### config.mk
export PLATFORM = sky130hd
export DESIGN_NAME = hid_report_new_key_to_char_flat
export DESIGN_NICKNAME = d
export VERILOG_FILES = /design/src/design/hrk_pkg.sv /design/src/design/hrk_report_if.sv /design/src/design/hrk_result_if.sv /design/src/design/hrk_xlat.sv /design/src/design/hid_report_new_key_to_char.sv /design/src/flat_wrapper.sv
export SDC_FILE = /design/constraint.sdc
export NUM_CORES = 1
export LEC_CHECK = 0
export BUFFER_PORTS_ARGS = -buffer_cell sky130_fd_sc_hd__buf_4
export CAP_MARGIN = 10
export CORE_UTILIZATION = 60
export DETAILED_ROUTE_END_ITERATION = 10
export MAX_ROUTING_LAYER = met4
export PLACE_DENSITY = 0.83
export SYNTH_ARGS = -nofsm -noshare
export SYNTH_HDL_FRONTEND = slang
export SYNTH_SLANG_ARGS = --single-unit
### constraint.sdc
create_clock -name clk -period 7.1 [get_ports clk]
set_clock_uncertainty 0.15 [all_clocks]
set_input_delay 1.42 -clock clk [delete_from_list [all_inputs] [get_ports clk]]
set_output_delay 1.42 -clock clk [all_outputs]
set_load 0.1 [all_outputs]
### src/design/hrk_pkg.sv
// ----------------------------------------------------------------------------
// hrk_pkg
// Shared constants and key-to-character tables for the HID report decoder.
// ----------------------------------------------------------------------------
package hrk_pkg;

  // Number of key slots in a boot keyboard report
  localparam int KEY_SLOTS = 6;

  localparam int SLOT_W = 8;
  localparam int CODE_W = 7;
  localparam int CHAR_W = 8;

  // Codes at or above this limit are never reported
  localparam logic [SLOT_W-1:0] KEY_LIMIT    = 8'd104;
  // First code past the end of the translation tables
  localparam logic [CODE_W-1:0] TABLE_END    = 7'd101;
  // First code that has a table entry
  localparam logic [CODE_W-1:0] TABLE_START  = 7'd4;
  localparam logic [CHAR_W-1:0] CHAR_INVALID = 8'd255;
  localparam logic [CHAR_W-1:0] CHAR_NONE    = 8'd0;

  // Modifier byte masks: left and right shift, left and right ctrl
  localparam logic [7:0] SHIFT_MASK = 8'h22;
  localparam logic [7:0] CTRL_MASK  = 8'h11;

  // Control characters and cursor codes
  localparam logic [CHAR_W-1:0] CH_CR      = 8'd13;
  localparam logic [CHAR_W-1:0] CH_LF      = 8'd10;
  localparam logic [CHAR_W-1:0] CH_TAB     = 8'd9;
  localparam logic [CHAR_W-1:0] CH_ESC     = 8'd27;
  localparam logic [CHAR_W-1:0] CH_DEL     = 8'd20;
  localparam logic [CHAR_W-1:0] CH_RIGHT   = 8'd29;
  localparam logic [CHAR_W-1:0] CH_LEFT    = 8'd157;
  localparam logic [CHAR_W-1:0] CH_DOWN    = 8'd17;
  localparam logic [CHAR_W-1:0] CH_UP      = 8'd145;

  // Keypad block, identical in both tables
  function automatic logic [CHAR_W-1:0] keypad_char(input logic [CODE_W-1:0] code);
    logic [CHAR_W-1:0] ch;
    ch = CHAR_NONE;
    case (code) inside
      7'd84:         ch = 8'd47;   // '/'
      7'd85:         ch = 8'd42;   // '*'
      7'd86:         ch = 8'd45;   // '-'
      7'd87:         ch = 8'd43;   // '+'
      7'd88:         ch = CH_LF;
      [7'd89:7'd97]: ch = {1'b0, code} - 8'd40;  // '1'..'9'
      7'd98:         ch = 8'd48;   // '0'
      default:       ch = CHAR_NONE;
    endcase
    return ch;
  endfunction

  // Unshifted table, valid for codes 4 to 100
  function automatic logic [CHAR_W-1:0] plain_char(input logic [CODE_W-1:0] code);
    logic [CHAR_W-1:0] ch;
    ch = CHAR_NONE;
    case (code) inside
      [7'd4:7'd29]:  ch = {1'b0, code} + 8'd61;  // 'A'..'Z'
      [7'd30:7'd38]: ch = {1'b0, code} + 8'd19;  // '1'..'9'
      7'd39:         ch = 8'd48;
      7'd40:         ch = CH_CR;
      7'd41:         ch = CH_ESC;
      7'd42:         ch = CH_DEL;
      7'd43:         ch = CH_TAB;
      7'd44:         ch = 8'd32;
      7'd45:         ch = 8'd45;
      7'd46:         ch = 8'd61;
      7'd47:         ch = 8'd91;
      7'd48:         ch = 8'd93;
      7'd49:         ch = 8'd92;
      7'd50:         ch = 8'd35;
      7'd51:         ch = 8'd59;
      7'd52:         ch = 8'd39;
      7'd53:         ch = 8'd96;
      7'd54:         ch = 8'd44;
      7'd55:         ch = 8'd46;
      7'd56:         ch = 8'd47;
      7'd79:         ch = CH_RIGHT;
      7'd80:         ch = CH_LEFT;
      7'd81:         ch = CH_DOWN;
      7'd82:         ch = CH_UP;
      [7'd84:7'd98]: ch = keypad_char(code);
      7'd99:         ch = CH_DEL;
      7'd100:        ch = 8'd92;
      default:       ch = CHAR_NONE;
    endcase
    return ch;
  endfunction

  // Shifted table, valid for codes 4 to 100
  function automatic logic [CHAR_W-1:0] shift_char(input logic [CODE_W-1:0] code);
    logic [CHAR_W-1:0] ch;
    ch = CHAR_NONE;
    case (code) inside
      [7'd4:7'd29]:  ch = {1'b0, code} + 8'd61;
      7'd30:         ch = 8'd33;
      7'd31:         ch = 8'd34;
      7'd32:         ch = 8'd42;
      7'd33:         ch = 8'd36;
      7'd34:         ch = 8'd37;
      7'd35:         ch = 8'd94;
      7'd36:         ch = 8'd38;
      7'd37:         ch = 8'd42;
      7'd38:         ch = 8'd40;
      7'd39:         ch = 8'd41;
      7'd40:         ch = CH_CR;
      7'd43:         ch = CH_TAB;
      7'd44:         ch = 8'd32;
      7'd45:         ch = 8'd95;
      7'd46:         ch = 8'd43;
      7'd47:         ch = 8'd123;
      7'd48:         ch = 8'd125;
      7'd49:         ch = 8'd124;
      7'd50:         ch = 8'd126;
      7'd51:         ch = 8'd58;
      7'd52:         ch = 8'd64;
      7'd53:         ch = 8'd42;
      7'd54:         ch = 8'd60;
      7'd55:         ch = 8'd62;
      7'd56:         ch = 8'd63;
      [7'd84:7'd98]: ch = keypad_char(code);
      7'd100:        ch = 8'd92;
      default:       ch = CHAR_NONE;
    endcase
    return ch;
  endfunction

endpackage

### src/design/hrk_report_if.sv
// ----------------------------------------------------------------------------
// hrk_report_if
// Valid/ready channel carrying one boot keyboard report.
// ----------------------------------------------------------------------------
interface hrk_report_if;
  logic       valid;
  logic       ready;
  logic [7:0] modifier_bits;
  logic [7:0] slot0;
  logic [7:0] slot1;
  logic [7:0] slot2;
  logic [7:0] slot3;
  logic [7:0] slot4;
  logic [7:0] slot5;

  modport source (
    output valid, modifier_bits, slot0, slot1, slot2, slot3, slot4, slot5,
    input  ready
  );
  modport sink (
    input  valid, modifier_bits, slot0, slot1, slot2, slot3, slot4, slot5,
    output ready
  );
endinterface

### src/design/hrk_result_if.sv
// ----------------------------------------------------------------------------
// hrk_result_if
// Valid/ready channel carrying the decoded new key of one report.
// ----------------------------------------------------------------------------
interface hrk_result_if;
  logic       valid;
  logic       ready;
  logic       new_key_found;
  logic [6:0] key_code;
  logic [7:0] char_code;
  logic       shift_down;
  logic       ctrl_down;

  modport source (
    output valid, new_key_found, key_code, char_code, shift_down, ctrl_down,
    input  ready
  );
  modport sink (
    input  valid, new_key_found, key_code, char_code, shift_down, ctrl_down,
    output ready
  );
endinterface

### src/design/hrk_xlat.sv
// ----------------------------------------------------------------------------
// hrk_xlat
// Translate a key usage code to a character through the plain or shift table.
// ----------------------------------------------------------------------------
module hrk_xlat (
  input  logic [hrk_pkg::CODE_W-1:0] key_code,
  input  logic                       shifted,
  output logic [hrk_pkg::CHAR_W-1:0] char_code
);
  import hrk_pkg::*;

  // Codes outside the tables map to the invalid marker
  always_comb begin
    if (key_code < TABLE_START || key_code >= TABLE_END) begin
      char_code = CHAR_INVALID;
    end else if (shifted) begin
      char_code = shift_char(key_code);
    end else begin
      char_code = plain_char(key_code);
    end
  end

endmodule

### src/design/hid_report_new_key_to_char.sv
// ----------------------------------------------------------------------------
// hid_report_new_key_to_char
// First newly pressed key of a boot keyboard report, with its character.
// ----------------------------------------------------------------------------
// Each accepted report gives exactly one result, by way of the input
// register and then the result register. A report can be taken in
// every cycle: the input register feeds a single pass of compare and table
// logic into the result register, and both stages advance whenever the
// result register is empty or is being taken in that cycle. The slot
// compare against the previous report and the table lookup lie between
// the two registers. The previous report is updated as each report moves
// into the result register, so results follow input order.
// ----------------------------------------------------------------------------
module hid_report_new_key_to_char (
  input  logic         clk,
  input  logic         rst,
  hrk_report_if.sink   report,
  hrk_result_if.source result
);
  import hrk_pkg::*;

  // Input register
  logic              s1_valid;
  logic [7:0]        s1_mod;
  logic [SLOT_W-1:0] s1_slot [KEY_SLOTS];

  // Previous report's keys
  logic [SLOT_W-1:0] prev_keys [KEY_SLOTS];

  // Scan results
  logic [KEY_SLOTS-1:0] was_down;
  logic                 found_next;
  logic [CODE_W-1:0]    key_next;
  logic                 scan_stop;
  logic [CHAR_W-1:0]    xlat_char;
  logic                 shift_next;
  logic                 ctrl_next;

  // Result register
  logic              out_valid;
  logic              out_found;
  logic [CODE_W-1:0] out_key;
  logic [CHAR_W-1:0] out_char;
  logic              out_shift;
  logic              out_ctrl;

  logic s2_load;
  logic s1_load;

  // Advance both stages when the result register frees up
  assign s2_load      = !out_valid || result.ready;
  assign report.ready = !s1_valid || s2_load;
  assign s1_load      = report.valid && report.ready;

  // Capture the incoming report
  always_ff @(posedge clk) begin
    if (rst) begin
      s1_valid <= 1'b0;
    end else if (report.ready) begin
      s1_valid <= report.valid;
    end
    if (s1_load) begin
      s1_mod     <= report.modifier_bits;
      s1_slot[0] <= report.slot0;
      s1_slot[1] <= report.slot1;
      s1_slot[2] <= report.slot2;
      s1_slot[3] <= report.slot3;
      s1_slot[4] <= report.slot4;
      s1_slot[5] <= report.slot5;
    end
  end

  // Mark slots whose key was held in the previous report
  always_comb begin
    for (int i = 0; i < KEY_SLOTS; i++) begin
      was_down[i] = 1'b0;
      for (int j = 0; j < KEY_SLOTS; j++) begin
        if (prev_keys[j] == s1_slot[i]) begin
          was_down[i] = 1'b1;
        end
      end
    end
  end

  // Pick the first new key before the first empty slot
  always_comb begin
    found_next = 1'b0;
    key_next   = '0;
    scan_stop  = 1'b0;
    for (int i = 0; i < KEY_SLOTS; i++) begin
      if (!scan_stop) begin
        if (s1_slot[i] == '0) begin
          scan_stop = 1'b1;
        end else if (!was_down[i] && s1_slot[i] < KEY_LIMIT) begin
          found_next = 1'b1;
          key_next   = s1_slot[i][CODE_W-1:0];
          scan_stop  = 1'b1;
        end
      end
    end
  end

  assign shift_next = |(s1_mod & SHIFT_MASK);
  assign ctrl_next  = |(s1_mod & CTRL_MASK);

  hrk_xlat u_xlat (
    .key_code  (key_next),
    .shifted   (shift_next),
    .char_code (xlat_char)
  );

  // Load the result and roll the previous report forward
  always_ff @(posedge clk) begin
    if (rst) begin
      out_valid <= 1'b0;
      for (int i = 0; i < KEY_SLOTS; i++) begin
        prev_keys[i] <= '0;
      end
    end else if (s2_load) begin
      out_valid <= s1_valid;
      if (s1_valid) begin
        for (int i = 0; i < KEY_SLOTS; i++) begin
          prev_keys[i] <= s1_slot[i];
        end
      end
    end
    if (s2_load && s1_valid) begin
      out_found <= found_next;
      out_key   <= key_next;
      out_char  <= found_next ? xlat_char : CHAR_NONE;
      out_shift <= shift_next;
      out_ctrl  <= ctrl_next;
    end
  end

  assign result.valid         = out_valid;
  assign result.new_key_found = out_found;
  assign result.key_code      = out_key;
  assign result.char_code     = out_char;
  assign result.shift_down    = out_shift;
  assign result.ctrl_down     = out_ctrl;

endmodule
### src/flat_wrapper.sv
// flat-port wrapper written by rule: the top's interface ports become plain ports
module hid_report_new_key_to_char_flat import hrk_pkg::*;
  (clk, rst, report_valid, report_modifier_bits, report_slot0, report_slot1, report_slot2, report_slot3, report_slot4, report_slot5, report_ready, result_valid, result_new_key_found, result_key_code, result_char_code, result_shift_down, result_ctrl_down, result_ready);
  hrk_report_if report_i ();
  hrk_result_if result_i ();
  input  logic clk;
  input  logic rst;
  input wire logic [$bits(report_i.valid)-1:0] report_valid;
  input wire logic [$bits(report_i.modifier_bits)-1:0] report_modifier_bits;
  input wire logic [$bits(report_i.slot0)-1:0] report_slot0;
  input wire logic [$bits(report_i.slot1)-1:0] report_slot1;
  input wire logic [$bits(report_i.slot2)-1:0] report_slot2;
  input wire logic [$bits(report_i.slot3)-1:0] report_slot3;
  input wire logic [$bits(report_i.slot4)-1:0] report_slot4;
  input wire logic [$bits(report_i.slot5)-1:0] report_slot5;
  output wire logic [$bits(report_i.ready)-1:0] report_ready;
  output wire logic [$bits(result_i.valid)-1:0] result_valid;
  output wire logic [$bits(result_i.new_key_found)-1:0] result_new_key_found;
  output wire logic [$bits(result_i.key_code)-1:0] result_key_code;
  output wire logic [$bits(result_i.char_code)-1:0] result_char_code;
  output wire logic [$bits(result_i.shift_down)-1:0] result_shift_down;
  output wire logic [$bits(result_i.ctrl_down)-1:0] result_ctrl_down;
  input wire logic [$bits(result_i.ready)-1:0] result_ready;
  assign report_i.valid = report_valid;
  assign report_i.modifier_bits = report_modifier_bits;
  assign report_i.slot0 = report_slot0;
  assign report_i.slot1 = report_slot1;
  assign report_i.slot2 = report_slot2;
  assign report_i.slot3 = report_slot3;
  assign report_i.slot4 = report_slot4;
  assign report_i.slot5 = report_slot5;
  assign report_ready = report_i.ready;
  assign result_valid = result_i.valid;
  assign result_new_key_found = result_i.new_key_found;
  assign result_key_code = result_i.key_code;
  assign result_char_code = result_i.char_code;
  assign result_shift_down = result_i.shift_down;
  assign result_ctrl_down = result_i.ctrl_down;
  assign result_i.ready = result_ready;
  hid_report_new_key_to_char u_core (.clk(clk), .rst(rst), .report(report_i), .result(result_i));
endmodule
# ---- After elaboration in Yosys (flattened, before gate mapping)
# Memory sizes are Yosys's and may differ from the RTL's.
# Index checks and enable logic that the tools add are counted.
dict set report totals {
  regBits 26
  latch_bits 0
  ramBits 96
  mem_bits_ro 0
  inputBits 60
  out_inout_bits 20
  word_cells 301
  n_memories 2
}
# name words word_bits read_ports rd_clocked_by_memory_dff write_ports line
set memory_table {}
lappend memory_table {u_core.prev_keys 6 8 6 0 6 hid_report_new_key_to_char.sv:28} ;# logic [SLOT_W-1:0] prev_keys [KEY_SLOTS];
lappend memory_table {u_core.s1_slot 6 8 6 0 6 hid_report_new_key_to_char.sv:25} ;# logic [SLOT_W-1:0] s1_slot [KEY_SLOTS];
dict set report op_classes {
  add_sub_neg 3
  n_mul 0
  n_div 0
  order_cmp 16
  eq_ne 75
  shifts 0
  muxes 160
  bitwise 6
  n_reduce_logical 31
}
# op count
set op_table {}
lappend op_table {{two-way mux 8 bit} 67}
lappend op_table {{equality test 8 bit} 36}
lappend op_table {{equality test 7 x 6 -> 1 bit (second input constant)} 25}
lappend op_table {{two-way mux 7 bit} 18}
lappend op_table {{equality test 7 bit (second input constant)} 12}
lappend op_table {{two-way mux 1 bit} 74}
lappend op_table {{zero test 8 bit} 6}
lappend op_table {{less-than comparator 8 x 7 -> 1 bit (second input constant)} 6}
lappend op_table {{>= comparator 7 bit (second input constant)} 3}
lappend op_table {{equality test 7 x 5 -> 1 bit (second input constant)} 2}
lappend op_table {{<= comparator 7 bit (second input constant)} 2}
lappend op_table {{logical AND 1 bit} 12}
lappend op_table {{adder 7 x 5 -> 8 bit (second input constant)} 1}
lappend op_table {{adder 7 x 6 -> 8 bit (second input constant)} 1}
lappend op_table {{zero test 1 bit} 8}
lappend op_table {{subtractor 7 x 6 -> 8 bit (second input constant)} 1}
lappend op_table {{>= comparator 7 x 3 -> 1 bit (second input constant)} 1}
lappend op_table {{>= comparator 7 x 5 -> 1 bit (second input constant)} 1}
lappend op_table {{<= comparator 7 x 5 -> 1 bit (second input constant)} 1}
lappend op_table {{<= comparator 7 x 6 -> 1 bit (second input constant)} 1}
lappend op_table {{less-than comparator 7 x 3 -> 1 bit (second input constant)} 1}
lappend op_table {{two-way mux 6 bit} 1}
lappend op_table {{bitwise OR 1 bit} 6}
lappend op_table {{OR reduction 2 bit} 2}
lappend op_table {{logical OR 1 bit} 3}

# ---- Depth between registers and ports, before layout
# Gate-level depths: netlist (run 1).
# An unclocked memory read counts as a cell.
dict set report logic_depth {
  word_depth 64
  depth_mapped 23
  mapped_depth_nobuf 18
}

# ---- Cells and area by module
# Synthesis (run 1) repeated with hierarchy kept, for this count alone.
dict set report unflattened {
  hier_cells 1112
  hier_area_um2 10402.5
}
# module n_inst cells_per_inst area_per_inst_um2 seq_area_each_um2
set modules_own_cells {}
lappend modules_own_cells {hid_report_new_key_to_char 1 782 8319.2 3583.4}
lappend modules_own_cells {hrk_xlat 1 330 2083.2 0.0}

# ---- Worst setup path after synthesis (run 1)
# OpenSTA, ideal clock, no wires.
dict set report synth_timing {
  kind {register -> register}
  start {memory u_core.s1_slot[0][7]}
  end {register u_core.out_char[0] (netlist: u_core.result.char_code[0]), data pin}
  t_arrival_ns 4.820
  slack_ns 1.859
  path_stages_with_launch 22
  path_buffers 3
  synth_period_minus_slack_ns 5.241
  path_cell_list {edfxtp_1 -> buf_4 -> xor2_1 -> nor4_1 -> a22oi_1 -> o211ai_1 -> or2_4 -> nor3b_2 -> mux2_2 -> o22ai_4 -> inv_2 -> ha_1 -> clkbuf_1 -> or2_2 -> buf_1 -> nor2_1 -> nor4_1 -> or4_1 -> a21o_1 -> a21oi_1 -> o2111a_1 -> a211oi_2}
}
# item line
set synth_lines {}
lappend synth_lines {{from (decl)} hid_report_new_key_to_char.sv:25}
lappend synth_lines {{to (signal assigned)} hid_report_new_key_to_char.sv:130} ;# out_char <= found_next ? xlat_char : CHAR_NONE;
lappend synth_lines {{to (decl)} hid_report_new_key_to_char.sv:43} ;# logic [CHAR_W-1:0] out_char;

==> results of run 1 <==
-- synthesized netlist by cell type (5+ instances only) --
| cell | n |
|---|---|
| sky130_fd_sc_hd__a2111oi_4 | 5 |
| sky130_fd_sc_hd__a211oi_1 | 6 |
| sky130_fd_sc_hd__a211oi_2 | 6 |
| sky130_fd_sc_hd__a21o_1 | 5 |
| sky130_fd_sc_hd__a21oi_1 | 35 |
| sky130_fd_sc_hd__a22oi_1 | 5 |
| sky130_fd_sc_hd__a311oi_1 | 5 |
| sky130_fd_sc_hd__a31oi_1 | 14 |
| sky130_fd_sc_hd__and2_1 | 39 |
| sky130_fd_sc_hd__and3_1 | 5 |
| sky130_fd_sc_hd__buf_2 | 78 |
| sky130_fd_sc_hd__buf_4 | 16 |
| sky130_fd_sc_hd__buf_6 | 5 |
| sky130_fd_sc_hd__clkbuf_1 | 28 |
| sky130_fd_sc_hd__edfxtp_1 | 118 |
| sky130_fd_sc_hd__ha_1 | 10 |
| sky130_fd_sc_hd__inv_1 | 23 |
| sky130_fd_sc_hd__mux2_2 | 5 |
| sky130_fd_sc_hd__nand2_1 | 67 |
| sky130_fd_sc_hd__nand3_1 | 23 |
| sky130_fd_sc_hd__nand4_1 | 39 |
| sky130_fd_sc_hd__nor2_1 | 50 |
| sky130_fd_sc_hd__nor3_1 | 22 |
| sky130_fd_sc_hd__nor3b_1 | 6 |
| sky130_fd_sc_hd__nor4_1 | 53 |
| sky130_fd_sc_hd__o211ai_1 | 17 |
| sky130_fd_sc_hd__o21a_1 | 10 |
| sky130_fd_sc_hd__o21ai_0 | 29 |
| sky130_fd_sc_hd__or2_2 | 6 |
| sky130_fd_sc_hd__or4_1 | 10 |
| sky130_fd_sc_hd__xnor2_1 | 123 |
| sky130_fd_sc_hd__xor2_1 | 167 |
-- flip-flops by register name, summed over array words and instances (netlist names) --
| signal | flops |
|---|---|
| u_core.result.ctrl_down | 1 |
| u_core.result.shift_down | 1 |
| u_core.prev_keys | 48 |
| u_core.result.valid | 1 |
| u_core.s1_slot | 48 |
| u_core.s1_valid | 1 |
| u_core.result.key_code | 7 |
| u_core.result.char_code | 8 |
| u_core.result.new_key_found | 1 |
| u_core.s1_mod | 4 |
-- cell type report --
type,count,area share
multi-input combinational,877,0.5416
sequential,120,0.2980
timing repair buffer,121,0.07763
clock buffer,17,0.03538
tap,225,0.02341
clock inverter,15,0.01467
inverter,29,0.009053
antenna,1,0.0002081
-- power breakdown --
group | internal, mW | leakage, nW | switching [mW]
sequential | 0.841 | 1.21 | 0.145
clock | 0.503 | 0.293 | 0.409
combinational | 0.355 | 2.92 | 0.611
-- metrics by stage --
stage,hold WS [ns],util,instances
after floorplan,0.3287,-,1154
after global placement,0.3434,0.6534,1372
after detailed placement,0.3515,0.6534,1372
after CTS,0.3660,0.6879,1404
after global routing,0.3722,0.6880,1405
final,0.3596,0.6880,1405
-- worst register-to-register path, delay by kind of cell, from the launching register on --
family,cells,cell delay (ns)
AOI/OAI and AO/OA,9,2.26
and+or+nand+nor,5,1.62
DFF,1,0.71
buffers and inverters,3,0.49
muxes,1,0.44
xor gates and xnor gates,1,0.30
adders and majority gates,1,0.20
-- per-layer routing --
metal	wire length (um)	share of wire	global-route usage	vias up
met5	0	0	-	-
met4	1895	0.046	0.2043	0
met3	6832	0.17	0.1711	207
met2	16320	0.40	0.6086	863
met1	15890	0.39	0.6307	4786
li1	-	-	-	4184
-- kinds of logic (layout without fill, tap and decap cells) --
logic type | Yosys count | after routing | synth area share
buf+inv | 157 | 182 | 0.07217
fa+ha+maj | 10 | 10 | 0.01151
simple gates | 355 | 355 | 0.1830
other cells | 0 | 1 | 0
mux | 7 | 7 | 0.007021
xor+xnor | 290 | 290 | 0.2337
flops | 120 | 120 | 0.3297
compound gates | 215 | 215 | 0.1630
-- worst paths after layout --
kind                                      startpoint                         end  depth (start not counted)
worst min register to register      u_core.s1_mod[4]     u_core.result.ctrl_down                          1
worst max-delay path            u_core.s1_slot[0][6]  u_core.result.char_code[3]                         20
worst max register to register  u_core.s1_slot[0][6]  u_core.result.char_code[3]                         20
worst min-delay path                u_core.s1_mod[4]     u_core.result.ctrl_down                          1
==> flow_summary.yaml, run 1 <==
synthesis:
  post_synth_instance_area_um2: 10870
  synthDominantAreaCellType: "sky130_fd_sc_hd__edfxtp_1"
  post_synth.cell_area_avg_um2: 9.420
  synth_edf_count: 118
  synthCells: 1154
  synthDominantCellAreaShare: 0.3260
  async_flop_share: 0
  post_synthesis_net_count: 1224
  netlist_top_cells_area: "sky130_fd_sc_hd__edfxtp_1 33%, sky130_fd_sc_hd__xor2_1 13%, sky130_fd_sc_hd__xnor2_1 9.9%"
  synth_register_bits: 120
  synth_top_flop_cell: "sky130_fd_sc_hd__edfxtp_1"
  synthDistinctLibCells: 102
  synth_warnings: 0
  sequential_to_total_area_share_from_yosys_stat: 0.3297
placed_design:
  place_congestion: 1.081
  numPortBuffers: 75
  post-dp-hpwl_um: 28240
  pre_cts_ws_ns: 0.9759
  post_dp_cell_area_um2: 11420
finish:
  fillerInstances: 1361
  multi_input_area_um2: 6513
  layout-drive-gt1-share: 0.1832
  seqCellArea_um2: 3583
  mostFrequentLayoutCell: "sky130_fd_sc_hd__xor2_1"
  final_design_area_no_fill_um2: 12020
  syn_to_final_growth_pct: 10.61
  layout_common_cells: "167 x sky130_fd_sc_hd__xor2_1, 123 x sky130_fd_sc_hd__xnor2_1, 119 x sky130_fd_sc_hd__buf_4"
  nNetsFinal: 1236
floorplanning:
  die_w_um: 136.6
  core_area_um2: 17480
  die_outline_height_um: 136.6
  floorplan.initialDensity: 0.6220
  row_count: 48
  num_io_pins: 80
  die_area_um2: 18660
pwr:
  vdd.ir_drop.worst_uv: 239.4
  power_density_nw_per_um2: 238.1
  power.static_leakage_nw: 4.422
  design_power_total_mw: 2.863
cts:
  cts-resized-gates: 0
  worst_skew_pair.late_latency_ns: 0.44
  cts.hold.buffers_added: 0
  clockRootBuffer: "sky130_fd_sc_hd__clkbuf_16"
  cts_buffers: 17
  clock_transition_at_path_regs_ns: 0.07
  max-clock-path-buffers: 2
  clock_sinks: 120
  cts.htree.levels: 4
  cts_setup_buffers: 0
  cts_tree: "done"
timing:
  timing_worst_slew_pin_value_ns: 0.8890
  timing.final.crit_period_ns: 6.423
  timing.final.setup_violations: 0
  finalWorstSetupSlack_ns: 0.6772
  min_period_over_period: 0.9046
  final-hold-violation-count: 0
  grt_setup_unrepaired: "no"
  slew_viol_final: 0
  setup_total_negative_slack_ns: 0
  max_freq_ghz: 0.1557
  max_slew_margin: 0.3990
worst_setup_path:
  crit_slowest_cell: "sky130_fd_sc_hd__edfxtp_1"
  critical_path_buf_inv_count: 3
  worst_path_dominant_cell_family: "compound AO/OA/AOI/OAI gates"
  critPathMaxStageDelay_ns: 0.71
  critical_path.cell_chain: "xor2_1 -> nor4_1 -> a22oi_1 -> o211ai_1 -> or2_4 -> nor3b_2 -> mux2_2 -> o22ai_4 -> inv_2 -> ha_1 -> nor2_1 -> nand2_1 -> a22oi_1 -> buf_4 -> o21ai_0 -> o221ai_2 -> buf_4 -> a41oi_2 -> a2111oi_2 -> o32ai_1"
  timing.critical_path.fanout_max: 13
  crit_path_end_kind: "flop"
  critPathLaunchType: "flop"
  cp_data_required_time_ns: 7.13
  reg2reg_setup_slack_ns: 0.68
  critPathKind: "flop to flop"
  crit_arrival_ns: 6.45
job:
  drv.max_cap_violation_count: 0
grt:
  grt_pass1_vias: 9509
  grt_remaining_overflow: 0
  grt_start_max_net_pins: 53
  antenna_found_initial: 1
  grt_util_all_layers: 0.4647
  global_route_wire_length_before_repair_um: 59940
drt:
  drc: 0
  ant_nets: 0
  dr.first_iter.drc_count: 1513
  drtPass1Iterations: 6
  route.detailed.wl_per_inst_um: 29.14
  finalWirelength_um: 40940
  via_count: 10040
  via_per_inst: 7.146
worst_hold_path:
  class_of_the_tightest_hold_or_removal_check: "flop to flop"
outcome:
  outcome: "completed"
No activity file was read; power rests on OpenSTA's default activity.
==> inputs of run 2 (changes only) <==
--- a/config.mk
+++ b/config.mk
@@ -6,11 +6,12 @@
 export NUM_CORES = 1
 export LEC_CHECK = 0
 export BUFFER_PORTS_ARGS = -buffer_cell sky130_fd_sc_hd__buf_4
-export CAP_MARGIN = 10
+export CAP_MARGIN = 20
 export CORE_UTILIZATION = 60
 export DETAILED_ROUTE_END_ITERATION = 10
 export MAX_ROUTING_LAYER = met4
 export PLACE_DENSITY = 0.83
+export RECOVER_POWER = 50
 export SYNTH_ARGS = -nofsm -noshare
 export SYNTH_HDL_FRONTEND = slang
 export SYNTH_SLANG_ARGS = --single-unit
==> run 2 against run 1 <==
Net effect: critical path type unchanged; critical endpoint unchanged; clock power is essentially flat; the flow now finishes with violations (capacitance limit, slew limit); via count increased by 1.3%; count of clock-buffer cells in the layout unchanged; critical path depth unchanged; highest routed layer unchanged; core utilization shrank 0.24 points.
==> flow_summary.yaml, run 2 (synthesis results as in run 1) <==
outcome:
  outcome: "finished, violations left"
  violations: "capacitance limit, slew limit"
cts:
  cts-resized-gates: 0
  cts.hold.buffers_added: 0
  cts_tree: "done"
  cts_setup_buffers: 0
  max-clock-path-buffers: 2
  cts_buffers: 17
  clock_transition_at_path_regs_ns: 0.07
  clock_sinks: 120
  clockRootBuffer: "sky130_fd_sc_hd__clkbuf_16"
  worst_skew_pair.late_latency_ns: 0.44
  cts.htree.levels: 4
timing:
  slew_viol_final: 53
  max_slew_margin: -0.9454
  min_period_over_period: 0.9155
  setup_total_negative_slack_ns: 0
  timing.final.setup_violations: 0
  final-hold-violation-count: 0
  max_freq_ghz: 0.1538
  timing_worst_slew_pin_value_ns: 2.918
  timing.final.crit_period_ns: 6.500
  grt_setup_unrepaired: "no"
floorplanning:
  core_area_um2: 17480
  die_area_um2: 18660
  num_io_pins: 80
  floorplan.initialDensity: 0.6220
  die_w_um: 136.6
  die_outline_height_um: 136.6
  row_count: 48
finish:
  syn_to_final_growth_pct: 10.23
  fillerInstances: 1368
  multi_input_area_um2: 6513
  nNetsFinal: 1236
  mostFrequentLayoutCell: "sky130_fd_sc_hd__xor2_1"
  layout_common_cells: "167 x sky130_fd_sc_hd__xor2_1, 123 x sky130_fd_sc_hd__xnor2_1, 118 x sky130_fd_sc_hd__edfxtp_1"
  layout-drive-gt1-share: 0.1739
  seqCellArea_um2: 3583
worst_setup_path:
  reg2reg_setup_slack_ns: 0.60
  crit_arrival_ns: 6.53
  setup.worst_path.start: "u_core.s1_slot[0][6]"
  critPathLaunchType: "flop"
  cp_data_required_time_ns: 7.13
  crit-reg2reg-launch: "u_core.s1_slot[0][6]"
  crit_path_end_kind: "flop"
  r2r_end: "u_core.result.char_code[3]"
  timing.critical_path.fanout_max: 13
  worstSetupEndpoint: "u_core.result.char_code[3]"
  critPathKind: "flop to flop"
  reg2regPathDepth: 20
placed_design:
  post-dp-hpwl_um: 28240
  place_congestion: 1.081
  numPortBuffers: 75
grt:
  grt_pass1_vias: 9509
  antenna_found_initial: 1
  grt_util_all_layers: 0.4647
  grt_remaining_overflow: 0
  global_route_wire_length_before_repair_um: 59940
  grt_start_max_net_pins: 53
drt:
  drc: 0
  via_per_inst: 7.242
  drtPass1Iterations: 6
  dr.first_iter.drc_count: 1610
  route.detailed.wl_per_inst_um: 29.12
  finalWirelength_um: 40910
  ant_nets: 0
  via_count: 10180
job:
  drv.max_cap_violation_count: 1
pwr:
  vdd.ir_drop.worst_uv: 239.6
  design_power_total_mw: 2.855
  power_density_nw_per_um2: 238.3
  power.static_leakage_nw: 4.371
worst_hold_path:
  hold_path.startpoint: "u_core.s1_mod[4]"
  class_of_the_tightest_hold_or_removal_check: "flop to flop"
run 2: changes by cell type in the layout (fill, tap and decap cells not counted):
cell                       delta
sky130_fd_sc_hd__buf_4       -64
sky130_fd_sc_hd__clkbuf_4    +53
sky130_fd_sc_hd__clkbuf_1    +11
run 2: layout make-up:
| cell class | count | share of cell area |
|---|---|---|
| antenna | 1 | 0.0002088 |
| clock buffer | 17 | 0.03550 |
| clock inverter | 15 | 0.01472 |
| inverter | 29 | 0.009084 |
| multi-input combinational | 877 | 0.5435 |
| sequential | 120 | 0.2991 |
| tap | 225 | 0.02349 |
| timing repair buffer | 121 | 0.07445 |
run 2: critical path, stage by stage (launching register included):
cell and delay, ns:
sky130_fd_sc_hd__edfxtp_1 0.86, sky130_fd_sc_hd__xor2_1 0.16, sky130_fd_sc_hd__nor4_1 0.34, sky130_fd_sc_hd__a22oi_1 0.25, sky130_fd_sc_hd__o211ai_1 0.34, sky130_fd_sc_hd__or2_4 0.31, sky130_fd_sc_hd__nor3b_2 0.71, sky130_fd_sc_hd__mux2_2 0.44
sky130_fd_sc_hd__o22ai_4 0.18, sky130_fd_sc_hd__inv_2 0.09, sky130_fd_sc_hd__ha_1 0.20, sky130_fd_sc_hd__nor2_1 0.17, sky130_fd_sc_hd__nand2_1 0.12, sky130_fd_sc_hd__a22oi_1 0.50, sky130_fd_sc_hd__buf_4 0.22, sky130_fd_sc_hd__o21ai_0 0.13
sky130_fd_sc_hd__o221ai_2 0.20, sky130_fd_sc_hd__buf_4 0.18, sky130_fd_sc_hd__a41oi_2 0.16, sky130_fd_sc_hd__a2111oi_2 0.36, sky130_fd_sc_hd__o32ai_1 0.13
run 2: routing by layer:
| metal | wire [um] | global-route usage |
|---|---|---|
| met3 | 6716 | 0.1711 |
| met5 | 0 | - |
| met1 | 16000 | 0.6307 |
| met4 | 1955 | 0.2043 |
| met2 | 16240 | 0.6086 |
run 2: how the worst min path moves through the flow:
stage                         endpoint  slack [ns]  depth (start not counted)
3_5_place_dp   u_core.result.ctrl_down        0.35                          1
5_1_grt        u_core.result.ctrl_down        0.37                          1
4_1_cts        u_core.result.ctrl_down        0.37                          1
2_1_floorplan  u_core.result.ctrl_down        0.33                          1
6_report       u_core.result.ctrl_down        0.36                          1
3_3_place_gp   u_core.result.ctrl_down        0.34                          1
run 2: per-stage QoR:
step           hold WS, ns    util  worst slack (ns)  area [um2]  cells
6_report            0.3594  0.6856            0.5996       11980   1405
5_1_grt             0.3722  0.6856            0.3438       11980   1405
4_1_cts             0.3660  0.6879            0.9484       12020   1404
3_5_place_dp        0.3515  0.6534            0.9759       11420   1372
3_3_place_gp        0.3434  0.6534            0.9469       11420   1372
2_1_floorplan       0.3287       -             1.859       10870   1154
run 2: report_power, final:
part	internal, mW	switching, mW	leakage (nW)
clock network	0.503	0.407	0.293
registers	0.842	0.145	1.21
logic	0.348	0.610	2.87
